--- src/rtl/ogg_page_header_sync_core_defines.svh ---
`ifndef OGG_PAGE_HEADER_SYNC_CORE_DEFINES_SVH
`define OGG_PAGE_HEADER_SYNC_CORE_DEFINES_SVH

// Same-cycle implication, checked on every rising edge outside reset.
`define OGG_ASSERT_NOW(label, ante, cons, msg) \
  label: assert property (@(posedge clk) disable iff (rst) (ante) |-> (cons)) \
    else $error(msg);

// Next-cycle implication, checked on every rising edge outside reset.
`define OGG_ASSERT_NEXT(label, ante, cons, msg) \
  label: assert property (@(posedge clk) disable iff (rst) (ante) |=> (cons)) \
    else $error(msg);

`endif

--- src/rtl/ogg_hdr_pkg.sv ---
package ogg_hdr_pkg;

  // Size of the fixed part of a page header.
  localparam int HEADER_BYTES = 27;
  localparam int FILL_W       = $clog2(HEADER_BYTES + 1);
  localparam int SKIP_W       = 31;

  // "OggS" with the first byte in the low bits.
  localparam logic [31:0] CAPTURE_PATTERN = 32'h5367_674F;

  // Request kinds on the input channel.
  localparam logic REQ_DATA = 1'b0;
  localparam logic REQ_END  = 1'b1;

  typedef enum logic [1:0] {
    ST_FOUND = 2'd0,
    ST_LIMIT = 2'd1,
    ST_END   = 2'd2
  } status_t;

  // Byte i of the window sits in element i.
  typedef logic [HEADER_BYTES-1:0][7:0] window_t;

  typedef struct packed {
    logic       req_type;
    logic [7:0] data_byte;
  } in_item_t;

  typedef struct packed {
    status_t           status;
    logic [SKIP_W-1:0] bytes_skipped;
    logic [7:0]        stream_version;
    logic [7:0]        header_type;
    logic [63:0]       granule_position;
    logic [31:0]       serial_number;
    logic [31:0]       page_sequence;
    logic [31:0]       page_checksum;
    logic [7:0]        segment_count;
  } out_item_t;

  // Decoded header fields handed from the decoder to the core.
  typedef struct packed {
    logic        hdr_ok;
    logic [7:0]  stream_version;
    logic [7:0]  header_type;
    logic [63:0] granule_position;
    logic [31:0] serial_number;
    logic [31:0] page_sequence;
    logic [31:0] page_checksum;
    logic [7:0]  segment_count;
  } hdr_fields_t;

endpackage

--- src/rtl/ogg_hdr_decode.sv ---
module ogg_hdr_decode (
  input  ogg_hdr_pkg::window_t     window,
  output ogg_hdr_pkg::hdr_fields_t fields
);

  // The window holds a header when the capture pattern leads it and the
  // segment count is not zero.
  assign fields.hdr_ok = (window[3:0] == ogg_hdr_pkg::CAPTURE_PATTERN) &&
                         (window[26] != 8'd0);

  // Multi-byte fields are little endian, so a packed slice reads them directly.
  assign fields.stream_version   = window[4];
  assign fields.header_type      = window[5];
  assign fields.granule_position = window[13:6];
  assign fields.serial_number    = window[17:14];
  assign fields.page_sequence    = window[21:18];
  assign fields.page_checksum    = window[25:22];
  assign fields.segment_count    = window[26];

endmodule

--- src/rtl/ogg_page_header_sync_core.sv ---
// A result is registered in the output register, or in the skid register while the output is held.
// Throughput: one input byte per cycle while the skid register is empty; the window shift and
// header test complete in the accepting cycle, and an output register plus a skid register decouple the two sides.
// Reset clears the fill level, the skip count, the sync limit and both output stages;
// the window bytes are not reset and are only read once the window has been refilled.
`include "ogg_page_header_sync_core_defines.svh"

module ogg_page_header_sync_core (
  input  logic                  clk,
  input  logic                  rst,
  input  logic                  in_valid,
  output logic                  in_ready,
  input  ogg_hdr_pkg::in_item_t in_data,
  output logic                  out_valid,
  input  logic                  out_ready,
  output ogg_hdr_pkg::out_item_t out_data,
  input  logic                  cfg_valid,
  output logic                  cfg_ready,
  input  logic [ogg_hdr_pkg::SKIP_W-1:0] cfg_data
);

  localparam logic [ogg_hdr_pkg::FILL_W-1:0] FULL =
    ogg_hdr_pkg::FILL_W'(ogg_hdr_pkg::HEADER_BYTES);
  localparam logic [ogg_hdr_pkg::FILL_W-1:0] LAST_FILL =
    ogg_hdr_pkg::FILL_W'(ogg_hdr_pkg::HEADER_BYTES - 1);

  ogg_hdr_pkg::window_t                window;
  ogg_hdr_pkg::window_t                window_next;
  logic [ogg_hdr_pkg::FILL_W-1:0]      fill_level;
  logic [ogg_hdr_pkg::FILL_W-1:0]      fill_level_next;
  logic [ogg_hdr_pkg::SKIP_W-1:0]      skip_count;
  logic [ogg_hdr_pkg::SKIP_W-1:0]      skip_count_next;
  logic [ogg_hdr_pkg::SKIP_W-1:0]      skip_inc;
  logic [ogg_hdr_pkg::SKIP_W-1:0]      sync_limit;
  logic [ogg_hdr_pkg::SKIP_W-1:0]      limit_eff;
  ogg_hdr_pkg::hdr_fields_t            hdr;
  ogg_hdr_pkg::out_item_t              result;
  ogg_hdr_pkg::out_item_t              skid_data;
  logic                                skid_valid;
  logic                                has_result;
  logic                                in_fire;
  logic                                push;
  logic                                pop;

  assign cfg_ready = 1'b1;
  assign in_ready  = !skid_valid;
  assign in_fire   = in_valid && in_ready;
  assign pop       = out_valid && out_ready;
  assign push      = in_fire && has_result;

  // Every byte goes in at the top of the window; once full this is the sliding shift.
  assign window_next = {in_data.data_byte, window[ogg_hdr_pkg::HEADER_BYTES-1:1]};

  ogg_hdr_decode u_decode (
    .window (window_next),
    .fields (hdr)
  );

  // A zero limit stands for the largest count.
  assign limit_eff = (sync_limit == '0) ? '1 : sync_limit;
  assign skip_inc  = skip_count + ogg_hdr_pkg::SKIP_W'(1);

  // Decide the outcome of the beat on the input channel.
  always_comb begin
    has_result      = 1'b0;
    fill_level_next = fill_level;
    skip_count_next = skip_count;
    result          = '0;
    result.status   = ogg_hdr_pkg::ST_FOUND;
    if (in_data.req_type == ogg_hdr_pkg::REQ_END) begin
      has_result           = 1'b1;
      result.status        = ogg_hdr_pkg::ST_END;
      result.bytes_skipped = skip_count;
    end else if (fill_level != FULL) begin
      fill_level_next = fill_level + ogg_hdr_pkg::FILL_W'(1);
      if (fill_level == LAST_FILL && hdr.hdr_ok) begin
        has_result = 1'b1;
      end
      result.bytes_skipped = skip_count;
    end else begin
      skip_count_next      = skip_inc;
      result.bytes_skipped = skip_inc;
      if (skip_inc >= limit_eff) begin
        has_result    = 1'b1;
        result.status = ogg_hdr_pkg::ST_LIMIT;
      end else if (hdr.hdr_ok) begin
        has_result = 1'b1;
      end
    end
    // Header fields are carried only when a header was found.
    if (has_result && result.status == ogg_hdr_pkg::ST_FOUND) begin
      result.stream_version   = hdr.stream_version;
      result.header_type      = hdr.header_type;
      result.granule_position = hdr.granule_position;
      result.serial_number    = hdr.serial_number;
      result.page_sequence    = hdr.page_sequence;
      result.page_checksum    = hdr.page_checksum;
      result.segment_count    = hdr.segment_count;
    end
    // Any result restarts the search from an empty window.
    if (has_result) begin
      fill_level_next = '0;
      skip_count_next = '0;
    end
  end

  // Window bytes need no reset.
  always_ff @(posedge clk) begin
    if (in_fire && in_data.req_type == ogg_hdr_pkg::REQ_DATA) begin
      window <= window_next;
    end
  end

  // Search state and configuration register.
  always_ff @(posedge clk) begin
    if (rst) begin
      fill_level <= '0;
      skip_count <= '0;
      sync_limit <= '0;
    end else begin
      if (in_fire) begin
        fill_level <= fill_level_next;
        skip_count <= skip_count_next;
      end
      if (cfg_valid && cfg_ready) begin
        sync_limit <= cfg_data;
      end
    end
  end

  // Output register with a skid stage behind it.
  always_ff @(posedge clk) begin
    if (rst) begin
      out_valid  <= 1'b0;
      skid_valid <= 1'b0;
    end else if (skid_valid) begin
      if (pop) begin
        out_data   <= skid_data;
        skid_valid <= 1'b0;
      end
    end else if (push) begin
      if (!out_valid || pop) begin
        out_data  <= result;
        out_valid <= 1'b1;
      end else begin
        skid_data  <= result;
        skid_valid <= 1'b1;
      end
    end else if (pop) begin
      out_valid <= 1'b0;
    end
  end

  `OGG_ASSERT_NOW(a_skid_behind_out, skid_valid, out_valid, "skid holds a beat while output is empty")
  `OGG_ASSERT_NOW(a_fill_in_range, 1'b1, fill_level <= FULL, "fill level beyond window size")
  `OGG_ASSERT_NOW(a_skip_only_when_full, skip_count != '0, fill_level == FULL, "bytes counted while filling")
  `OGG_ASSERT_NEXT(a_restart_after_result, push, fill_level == '0 && skip_count == '0, "search not restarted after a result")
  `OGG_ASSERT_NEXT(a_push_lands, push, out_valid, "result lost")

endmodule

--- config.mk ---
export PLATFORM = sky130hd
export DESIGN_NAME = ogg_page_header_sync_core
export DESIGN_NICKNAME = d
export VERILOG_FILES = /design/src/rtl/ogg_hdr_pkg.sv /design/src/rtl/ogg_hdr_decode.sv /design/src/rtl/ogg_page_header_sync_core.sv
export VERILOG_INCLUDE_DIRS = /design/src /design/src/rtl
export SDC_FILE = /design/constraint.sdc
export NUM_CORES = 1
export LEC_CHECK = 0
export BUFFER_PORTS_ARGS = -buffer_cell sky130_fd_sc_hd__buf_2
export CAP_MARGIN = 30
export CORE_MARGIN = 2
export CORE_UTILIZATION = 30
export DETAILED_ROUTE_END_ITERATION = 12
export GPL_TIMING_DRIVEN = 0
export MAX_ROUTING_LAYER = met4
export PLACE_DENSITY = 0.49
export SYNTH_ARGS = -nofsm -noshare
export SYNTH_HDL_FRONTEND = slang
export SYNTH_SLANG_ARGS = --single-unit
--- constraint.sdc ---
create_clock -name clk -period 84 [get_ports clk]
set_clock_uncertainty 0.1 [all_clocks]
set_input_delay 16.8 -clock clk [delete_from_list [all_inputs] [get_ports clk]]
set_output_delay 16.8 -clock clk [all_outputs]
set_load 0.02 [all_outputs]
Yosys cells after proc, flatten, opt, wreduce, memory -nomap -nowiden
Cells that the tools add are included.
{ "classes": {"n_mul": 0, "div": 0, "magnitude_cmp": 1, "n_reduce_logical": 22, "bitwise_logic": 4, "n_mux": 27, "add_sub_neg": 2, "eq_ne": 6, "n_shift": 0} }
{ "op_table": {"columns": ["cell", "count"], "rows": [
  ["two-way mux 217 bit", 4],
  ["two-way mux 184 bit", 1],
  ["two-way mux 31 bit", 4],
  ["two-way mux 33 bit", 1],
  ["== test 32 x 31 -> 1 bit (second input constant)", 1],
  ["adder 31 x 1 -> 31 bit (second input constant)", 1],
  ["greater-or-equal comparator 31 bit", 1],
  ["zero test 31 bit", 1],
  ["two-way mux 5 bit", 3],
  ["two-way mux 1 bit", 13],
  ["AND reduction 4 bit", 2],
  ["nonzero test 2 bit", 4],
  ["nonzero test 8 bit", 1],
  ["logical AND 1 bit", 7],
  ["inequality test 2 x 1 -> 1 bit (second input constant)", 3],
  ["AND reduction 3 bit", 2],
  ["adder 5 x 1 -> 5 bit (second input constant)", 1],
  ["== test 5 bit (second input constant)", 1],
  ["inequality test 5 bit (second input constant)", 1],
  ["NOT 1 bit", 4],
  ["zero test 1 bit", 2],
  ["zero test 2 bit", 1],
  ["two-way mux 2 bit", 1],
  ["AND reduction 2 bit", 1],
  ["logical OR 1 bit", 1]
]} }
{ "totals": {"n_memories": 0, "mem_bits_rw": 0, "wordCells": 111, "romBits": 0, "ff_bits": 711, "latchBits": 0} }

Longest topological paths before layout
Gate-level depths: netlist (run 1).
{ "logic_depth": {"ltp_word": 12, "mapped_depth": 19} }

By module
Synthesis (run 1) repeated with hierarchy kept, for this count alone.
{ "hier_totals": {"hier_cells": 2318, "area_unflattened_um2": 30057.6} }
{ "modules_own_cells": {"columns": ["mod", "area_per_inst_um2", "seq_area_each_um2", "cells_per_inst", "n_inst"], "rows": [
  ["ogg_page_header_sync_core", 28551.1, 20659.8, 2121, 1],
  ["ogg_hdr_decode", 1506.4, 0.0, 197, 1]
]} }

Worst setup path after synthesis (run 1)
Ideal clock, no wire load.
{ "synth_path": {"kind": "input to register", "startpoint": "input in_data[0] (netlist name)", "endpoint": "register skid_data[0] (netlist name) (enable)", "cell_stages": 6, "n_path_buf": 0, "t_arrival_ps": 39536, "setup_ps": 1401, "slack_ps": 42963, "t_required_ps": 82499, "cell_sequence": "nor4_1 nand2_1 nand4_1 o211ai_2 nand2_1 nor4b_1"} }
{ "synth_via": {"elab_chain_len": 8} }
{ "synth_rtl": {"columns": ["item", "line_no", "rtl"], "rows": [
  ["start: declaration", "ogg_page_header_sync_core.sv:13", "input ogg_hdr_pkg::in_item_t in_data,"],
  ["nonzero test 8 bit *", "ogg_hdr_decode.sv:9", "(window[26] != 8'd0);"],
  ["logical AND 1 bit *", "ogg_hdr_decode.sv:8", "assign fields.hdr_ok = (window[3:0] == ogg_hdr_pkg::CAPTURE_PATTERN) &&"],
  ["two-way mux 1 bit or logical AND 1 bit (tied branches)", "ogg_page_header_sync_core.sv:86, ogg_page_header_sync_core.sv:76", null],
  ["two-way mux 1 bit, on equally long branches", "ogg_page_header_sync_core.sv:83, ogg_page_header_sync_core.sv:76", null],
  ["two-way mux 1 bit *", "ogg_page_header_sync_core.sv:74", "end else if (fill_level != FULL) begin"],
  ["two-way mux 1 bit *", "ogg_page_header_sync_core.sv:70", "if (in_data.req_type == ogg_hdr_pkg::REQ_END) begin"],
  ["logical AND 1 bit *", "ogg_page_header_sync_core.sv:49", "assign push = in_fire && has_result;"],
  ["AND reduction 4 bit (no line) *", null, null],
  ["end signal: assignment", "ogg_page_header_sync_core.sv:146", "skid_data <= result;"],
  ["end: declaration", "ogg_page_header_sync_core.sv:38", "ogg_hdr_pkg::out_item_t skid_data;"]
]} }
Every way passes the cells marked *; elsewhere a longest branch is shown, timed or not.
A chain may end at the register's enable or synchronous reset.

Worst setup path in the final report (run 1)
{ "layout_path": {"startpoint": "input in_data[7] (netlist name)", "endpoint": "register out_data[17] (netlist name) (enable)"} }
{ "layout_via": {"elab_chain_len": 9} }
{ "layout_rtl": {"columns": ["item", "line_no", "rtl"], "rows": [
  ["nonzero test 8 bit *", "ogg_hdr_decode.sv:9", null],
  ["logical AND 1 bit *", "ogg_hdr_decode.sv:8", null],
  ["two-way mux 1 bit or logical AND 1 bit (tied branches)", "ogg_page_header_sync_core.sv:86, ogg_page_header_sync_core.sv:76", null],
  ["two-way mux 1 bit, on equally long branches", "ogg_page_header_sync_core.sv:83, ogg_page_header_sync_core.sv:76", null],
  ["two-way mux 1 bit *", "ogg_page_header_sync_core.sv:74", null],
  ["two-way mux 1 bit *", "ogg_page_header_sync_core.sv:70", null],
  ["logical AND 1 bit *", "ogg_page_header_sync_core.sv:49", null],
  ["nonzero test 2 bit (no line) *", null, null],
  ["AND reduction 4 bit (no line) *", null, null],
  ["end signal: assignment", "ogg_page_header_sync_core.sv:138", "out_data <= skid_data;"],
  ["end signal: assignment", "ogg_page_header_sync_core.sv:143", "out_data <= result;"],
  ["end: declaration", "ogg_page_header_sync_core.sv:16", "output ogg_hdr_pkg::out_item_t out_data,"]
]} }
Marks and branches as above.

==> results of run 1 <==
==> path summary, 6_finish.rpt <==
check	from	endpoint	slack (ps)	cells after the start
setup reg to reg	skip_count[0]$_SDFFE_PP0P_	out_data[17]$_DFFE_PP_	76870	25
hold / removal	window[122]$_DFFE_PP_	window[114]$_DFFE_PP_	330	0
setup / recovery	in_data[7]	out_data[17]$_DFFE_PP_	63710	16
hold reg to reg	window[122]$_DFFE_PP_	window[114]$_DFFE_PP_	330	0
==> area by class of cell <==
cell class | instances | area share
inverters | 11 | 0.00120
repair buffers | 323 | 0.0575
clock buffers | 97 | 0.0614
well taps | 1254 | 0.0457
flip-flops and latches | 711 | 0.602
plain buffers | 88 | 0.0133
multi-input cells | 916 | 0.205
clock inverters | 41 | 0.0139
diodes | 4 | 0.000292
==> power by group through the flow <==
stage	logic (mW)	registers [mW]	clock network (mW)
2_1_floorplan	0.00996	0.408	0
3_3_place_gp	0.0221	0.408	0
3_5_place_dp	0.0244	0.403	0
4_1_cts	0.0245	0.395	0.357
5_1_grt	0.0264	0.396	0.371
6_report	0.0241	0.395	0.344
==> metrics by stage <==
stage	power, mW	worst slack [ps]
after global routing	0.793	63530
after floorplan	0.418	42960
after CTS	0.776	63360
final	0.764	63710
after global placement	0.430	27700
after detailed placement	0.427	62730
==> cell families after synthesis <==
logic type	share of synthesized area
buffers and inverters	0.0177
AND/OR/NAND/NOR	0.0954
adder cells (fa/ha/maj)	0.0151
flip-flops	0.733
other	0.000133
multiplexers	0.0977
AO/OA/AOI/OAI	0.0223
XOR/XNOR	0.0183
==> synthesized netlist by cell type, types with 3 or more instances <==
library cell,instances
edfxtp_1,642
mux2_2,216
and2_1,180
nor2_1,114
dfxtp_1,69
nand2_1,57
clkbuf_1,49
xnor2_1,35
ha_1,34
mux2i_1,32
o21ai_0,26
a21oi_1,24
xor2_1,24
nor3_1,22
a21o_1,17
buf_2,16
nand3_1,14
buf_6,13
nand4_1,11
nor4_1,11
and2_4,10
inv_1,10
nand2b_1,7
and3_1,6
buf_1,6
or3_1,6
o21ai_1,5
o31ai_1,5
a211oi_1,4
nand4b_1,4
nor3b_1,4
a22oi_1,3
and4_1,3
nand4_2,3
or2_2,3
==> registers in the layout (all words and copies together), names as in the netlist <==
| register | flops |
|---|---|
| out_data | 217 |
| skid_data | 217 |
| window | 208 |
| skip_count | 31 |
| sync_limit | 31 |
| fill_level | 5 |
| out_valid | 1 |
| skid_valid | 1 |
==> metal layers <==
layer | vias up | part of all wire | track usage
met5 | - | 0 | -
met4 | 0 | 0.019 | 0.0447
met3 | 82 | 0.060 | 0.0337
met2 | 341 | 0.48 | 0.220
met1 | 7771 | 0.45 | 0.183
li1 | 7229 | - | -
==> results.md, run 1 <==
* Status: completed
* Vias in the first global route at 16000
* Clock share of power at 0.451
* Synthesized net count at about 1800
* Maxcap violations at 0
* Worst-Skew Late Latency at 630 ps
* Final setup viols at 0
* Die width at 310 µm
* GRT Overall Usage at 0.142
* Placed Instances at between 3000 and 4000
* Slowest stage delay, CP at 670 ps
* Clock root buffer: clkbuf_16
* Most common cell after layout, fill and taps aside: edfxtp_1
* Worst-Margin Slew at around 880 ps
* #FFs+latches synth at 711
* Design Area, Final at 34300 µm²
* Max VDD drop at 0.0132 mV
* Vias per inst at 4.48
* Worst min path class: reg -> reg
* Worst-path cell chain: buf_2 > nor4_1 > nand2_1 > nand4_1 > o211ai_2 > nand2_1 > nor2_1 > a21oi_1 > nor3_2 > buf_6 > buf_6 > buf_6 > buf_8 > buf_6 > buf_6 > buf_6
* 1st-iter DRT viols at 1085
* Most frequent cells in the layout: edfxtp_1 (642), buf_2 (278), mux2_2 (216)
* Final Max Tran Viols at 0
* Die area at 96400 µm²
* Main synth FF type: edfxtp_1
* Routed via count at between 15000 and 20000
* CTS Buffer Depth at 3
* Synth unique cells at 69
* Clock Pin Slew Worst Setup and Hold Paths at 60 ps
* Post-CTS setup buffers at 0
* CP max stage cell: nor3_2
* Kind of start point of the critical path: input pin
* Area leader, netlist: edfxtp_1
* CP dominant cell by count: buf_6
* Largest net degree at the start of global routing at 33
* Unrepaired setup endpoints after global routing: false
* Deepest level of the CTS H-tree at 3
* Crit share post-route at 0.242
* Hpwl dp at 48100 µm
* Switching fraction of total power at 0.213
* Clock tree sinks at between 700 and 800
* Fill count at 8845
* Syn avg cell area at 16.3 µm²
* Antenna violations before repair at 5
* Initial Util at 0.302
* Fmax at 49.3 MHz
* Final core occ at 0.368
* FFs w/ async S/R, synth at 0
* Post-Layout Cell Count at 3445
* Synth-to-layout area growth at 21.9%
* Final nets at ~2200
* Post-CTS sizing at 0
* Static Leak at ~13 nW
* Number of flops mapped to enable cells by yosys at 642
* Critical Path End Type: register
* Logic gate share of total power at 0.032
* Sequential cell area fraction in the yosys report at 0.733
* CP bufs+invs at 8
* Internal power component at 601 µW
* Pwr per Cell Area at 22.2 nW/µm²
* Total gr overflow at 0
* Register Area at a little over 20000 µm²
* Area of the multi-input gates at 7030 µm²
* CTS Buf Count at 80
* Critical path arrival at between 20000 and 25000 ps
* Synthesized area at ~28000 µm²
* Top delay family on crit path: simple AND/OR/NAND/NOR gates
* Hold Slack at 331 ps
* # port buffers at 262
* TNS Setup at 0 ps
* Top-area cell type share of the netlist area at 0.684
* Ports at 265
* DRC at 0
* Synthesized instance count at 1726
* Final hold viol count at 0
* Syn. warnings at 0
* GPL Wtd Cong at 0.850
* Wire per inst at 19.4 µm
* CTS tree: yes
* Critical Setup Path Class: in -> reg
* Crit path time final at 20290 ps
* Die Y-Extent at roughly 310 µm
* Normalized max-slew margin at 0.411
* Post-Route WL at 66900 µm
* Initial DRT Pass Iterations at 5
* Crit-path max FO at 11
* Fraction of layout cells with a size suffix above 1 at 0.328
* Synth top area cells: edfxtp_1 (68%), mux2_2 (8.6%), dfxtp_1 (4.9%)
* Flop pwr share at 0.517
* FP Rows at 112
* Critical Path RT at 84220 ps
* First-pass GRT wire length at ~100000 µm
* Post-DRT Antenna Nets at 0
* Placement-stage cell area at 31700 µm²
* Psw at 163 µW
* CTS Hold Buffers Added at 0
* Core ar. at 93200 µm²
Note: power is estimated with default switching activity, not from simulation.
==> run 2: changes to the inputs <==
==> constraint.sdc (replaced) <==
create_clock -name clk -period 19.9 [get_ports clk]
set_clock_uncertainty 0.1 [all_clocks]
set_input_delay 3.98 -clock clk [delete_from_list [all_inputs] [get_ports clk]]
set_output_delay 3.98 -clock clk [all_outputs]
set_load 0.02 [all_outputs]
==> results.md, run 2 (synthesis gave the netlist of run 1 again) <==
* CTS Hold Buffers Added at 0
* Final hold viol count at 0
* Fmax at roughly 140 MHz
* Critical Setup Path Class: in -> reg
* GPL Wtd Cong at 0.846
* Final core occ at 0.373
* Vias per inst at approximately 4.5
* Worst-path cell chain: buf_2 > nor4_1 > nand2_1 > nand4_1 > nand2_1 > a211oi_1 > buf_2 > nor2_1 > a21oi_1 > nor3_4 > buf_16 > buf_8 > buf_16 > buf_16 > buf_8
* Fill count at 8760
* CP max stage cell: nor4_1
* Deepest level of the CTS H-tree at 3
* Crit share post-route at 0.360
* Psw at 709 µW
* GR Util met3 at 0.0340
* Crit path time final at 7170 ps
* Die Y-Extent at 310 µm
* CP bufs+invs at 7
* FP Rows at 112
* Largest net degree at the start of global routing at 33
* Critical Path RT at 20190 ps
* Area of the multi-input gates at 7050 µm²
* Synth-to-layout area growth at 23.2%
* Max VDD drop at 0.0565 mV
* CTS tree: yes
* Final Max Tran Viols at 0
* Critical Path End Type: register
* Largest regs: out_data (217), skid_data (217), window (208)
* Die width at 310 µm
* Most common cell after layout, fill and taps aside: edfxtp_1
* Logic gate share of total power at 0.031
* Static Leak at 13.1 nW
* Post-DRT Antenna Nets at 0
* 1st-iter DRT viols at 997
* Placed Instances at between 3000 and 4000
* Post-Layout Cell Count at 3436
* Die area at between 90000 and 100000 µm²
* Worst min path class: reg -> reg
* Final nets at 2193
* Crit-path max FO at 23
* Ports at 265
* Top delay family on crit path: simple AND/OR/NAND/NOR gates
* Maxcap violations at 0
* Normalized max-slew margin at 0.403
* Slowest stage delay, CP at 450 ps
* Wire per inst at 19.5 µm
* Final Power at 3.35 mW
* Routed via count at 15300
* Worst-Skew Late Latency at 630 ps
* Pwr per Cell Area at between 90 and 100 nW/µm²
* CP dominant cell by count: buf_16
* Register Area at 20700 µm²
* Clock Pin Slew Worst Setup and Hold Paths at around 60 ps
* First-pass GRT wire length at 99400 µm
* Clock root buffer: clkbuf_16
* GR Util met1 at 0.185
* Initial DRT Pass Iterations at 5
* Worst-Margin Slew at about 900 ps
* Status: completed
* Post-CTS setup buffers at 0
* GRT Overall Usage at 0.142
* Met2 Usage GRT at 0.218
* Top Usage Layer GRT: met2
* Post-Route WL at 67000 µm
* Unrepaired setup endpoints after global routing: false
* Antenna violations before repair at 5
* Hpwl dp at approximately 48000 µm
* Switching fraction of total power at 0.211
* Clock tree sinks at 711
* Critical path arrival at 7460 ps
* Internal power component at between 2 and 3 mW
* CTS Buffer Depth at 3
* Total gr overflow at 0
* Vias in the first global route at between 15000 and 20000
* Flop pwr share at 0.498
* Fraction of layout cells with a size suffix above 1 at 0.326
* CTS Buf Count at 83
* Post-CTS sizing at 0
* Initial Util at 0.302
* Kind of start point of the critical path: input pin
* DRC at 0
* Clock share of power at 0.471
* Final setup viols at 0
* # port buffers at 262
* Most frequent cells in the layout: edfxtp_1 (642), buf_2 (278), mux2_2 (216)
* Core ar. at 93200 µm²
run 2: changes by cell type in the layout (fill, tap and decap cells not counted), sizes merged:
cell      delta
bufinv       +5
buf         -20
clkinv       +6
diode        -3
inv          +2
clkbuf       +3
clkinvlp     -2
run 2: power by group through the flow:
stage               combinational (mW)  sequential, mW  clock, mW
floorplan                       0.0421            1.72          0
global placement                0.0932            1.72          0
detailed placement               0.106            1.70          0
CTS                              0.106            1.67       1.63
global route                     0.114            1.67       1.68
finish                           0.104            1.67       1.58
run 2: area by class of cell:
| type | count | area share |
|---|---|---|
| clock buffer | 100 | 0.0638 |
| sequential | 711 | 0.595 |
| antenna | 1 | 0.0000721 |
| timing repair buffer | 303 | 0.0600 |
| inverter | 11 | 0.00119 |
| multi-input combinational | 916 | 0.203 |
| buffer | 88 | 0.0132 |
| tap | 1254 | 0.0452 |
| clock inverter | 52 | 0.0185 |
run 2: path summary, 6_finish.rpt:
kind	startpoint	to	slack, ps	cells past startpoint
worst min-delay path	window[177]$_DFFE_PP_	window[169]$_DFFE_PP_	340	0
worst max register to register	skip_count[0]$_SDFFE_PP0P_	out_data[60]$_DFFE_PP_	13030	23
worst min register to register	window[177]$_DFFE_PP_	window[169]$_DFFE_PP_	340	0
worst max-delay path	in_data[5]	out_data[60]$_DFFE_PP_	12730	15
run 2: metrics by stage:
stage / setup TNS, ps / hold slack, ps / instance area, µm² / worst slack (ps)
5_1_grt: 0 / 346 / 34700 / 12490
3_3_place_gp: -1228550 / 324 / 31100 / -5710
2_1_floorplan: 0 / 317 / 28200 / 2660
6_report: 0 / 337 / 34700 / 12730
3_5_place_dp: 0 / 323 / 31900 / 12120
4_1_cts: 0 / 335 / 34700 / 12750
run 2: layer usage:
metal / vias up / routed length, µm
li1: 7205 / -
met1: 7679 / 30700
met2: 355 / 31100
met3: 92 / 3720
met4: 0 / 1530
met5: - / 0
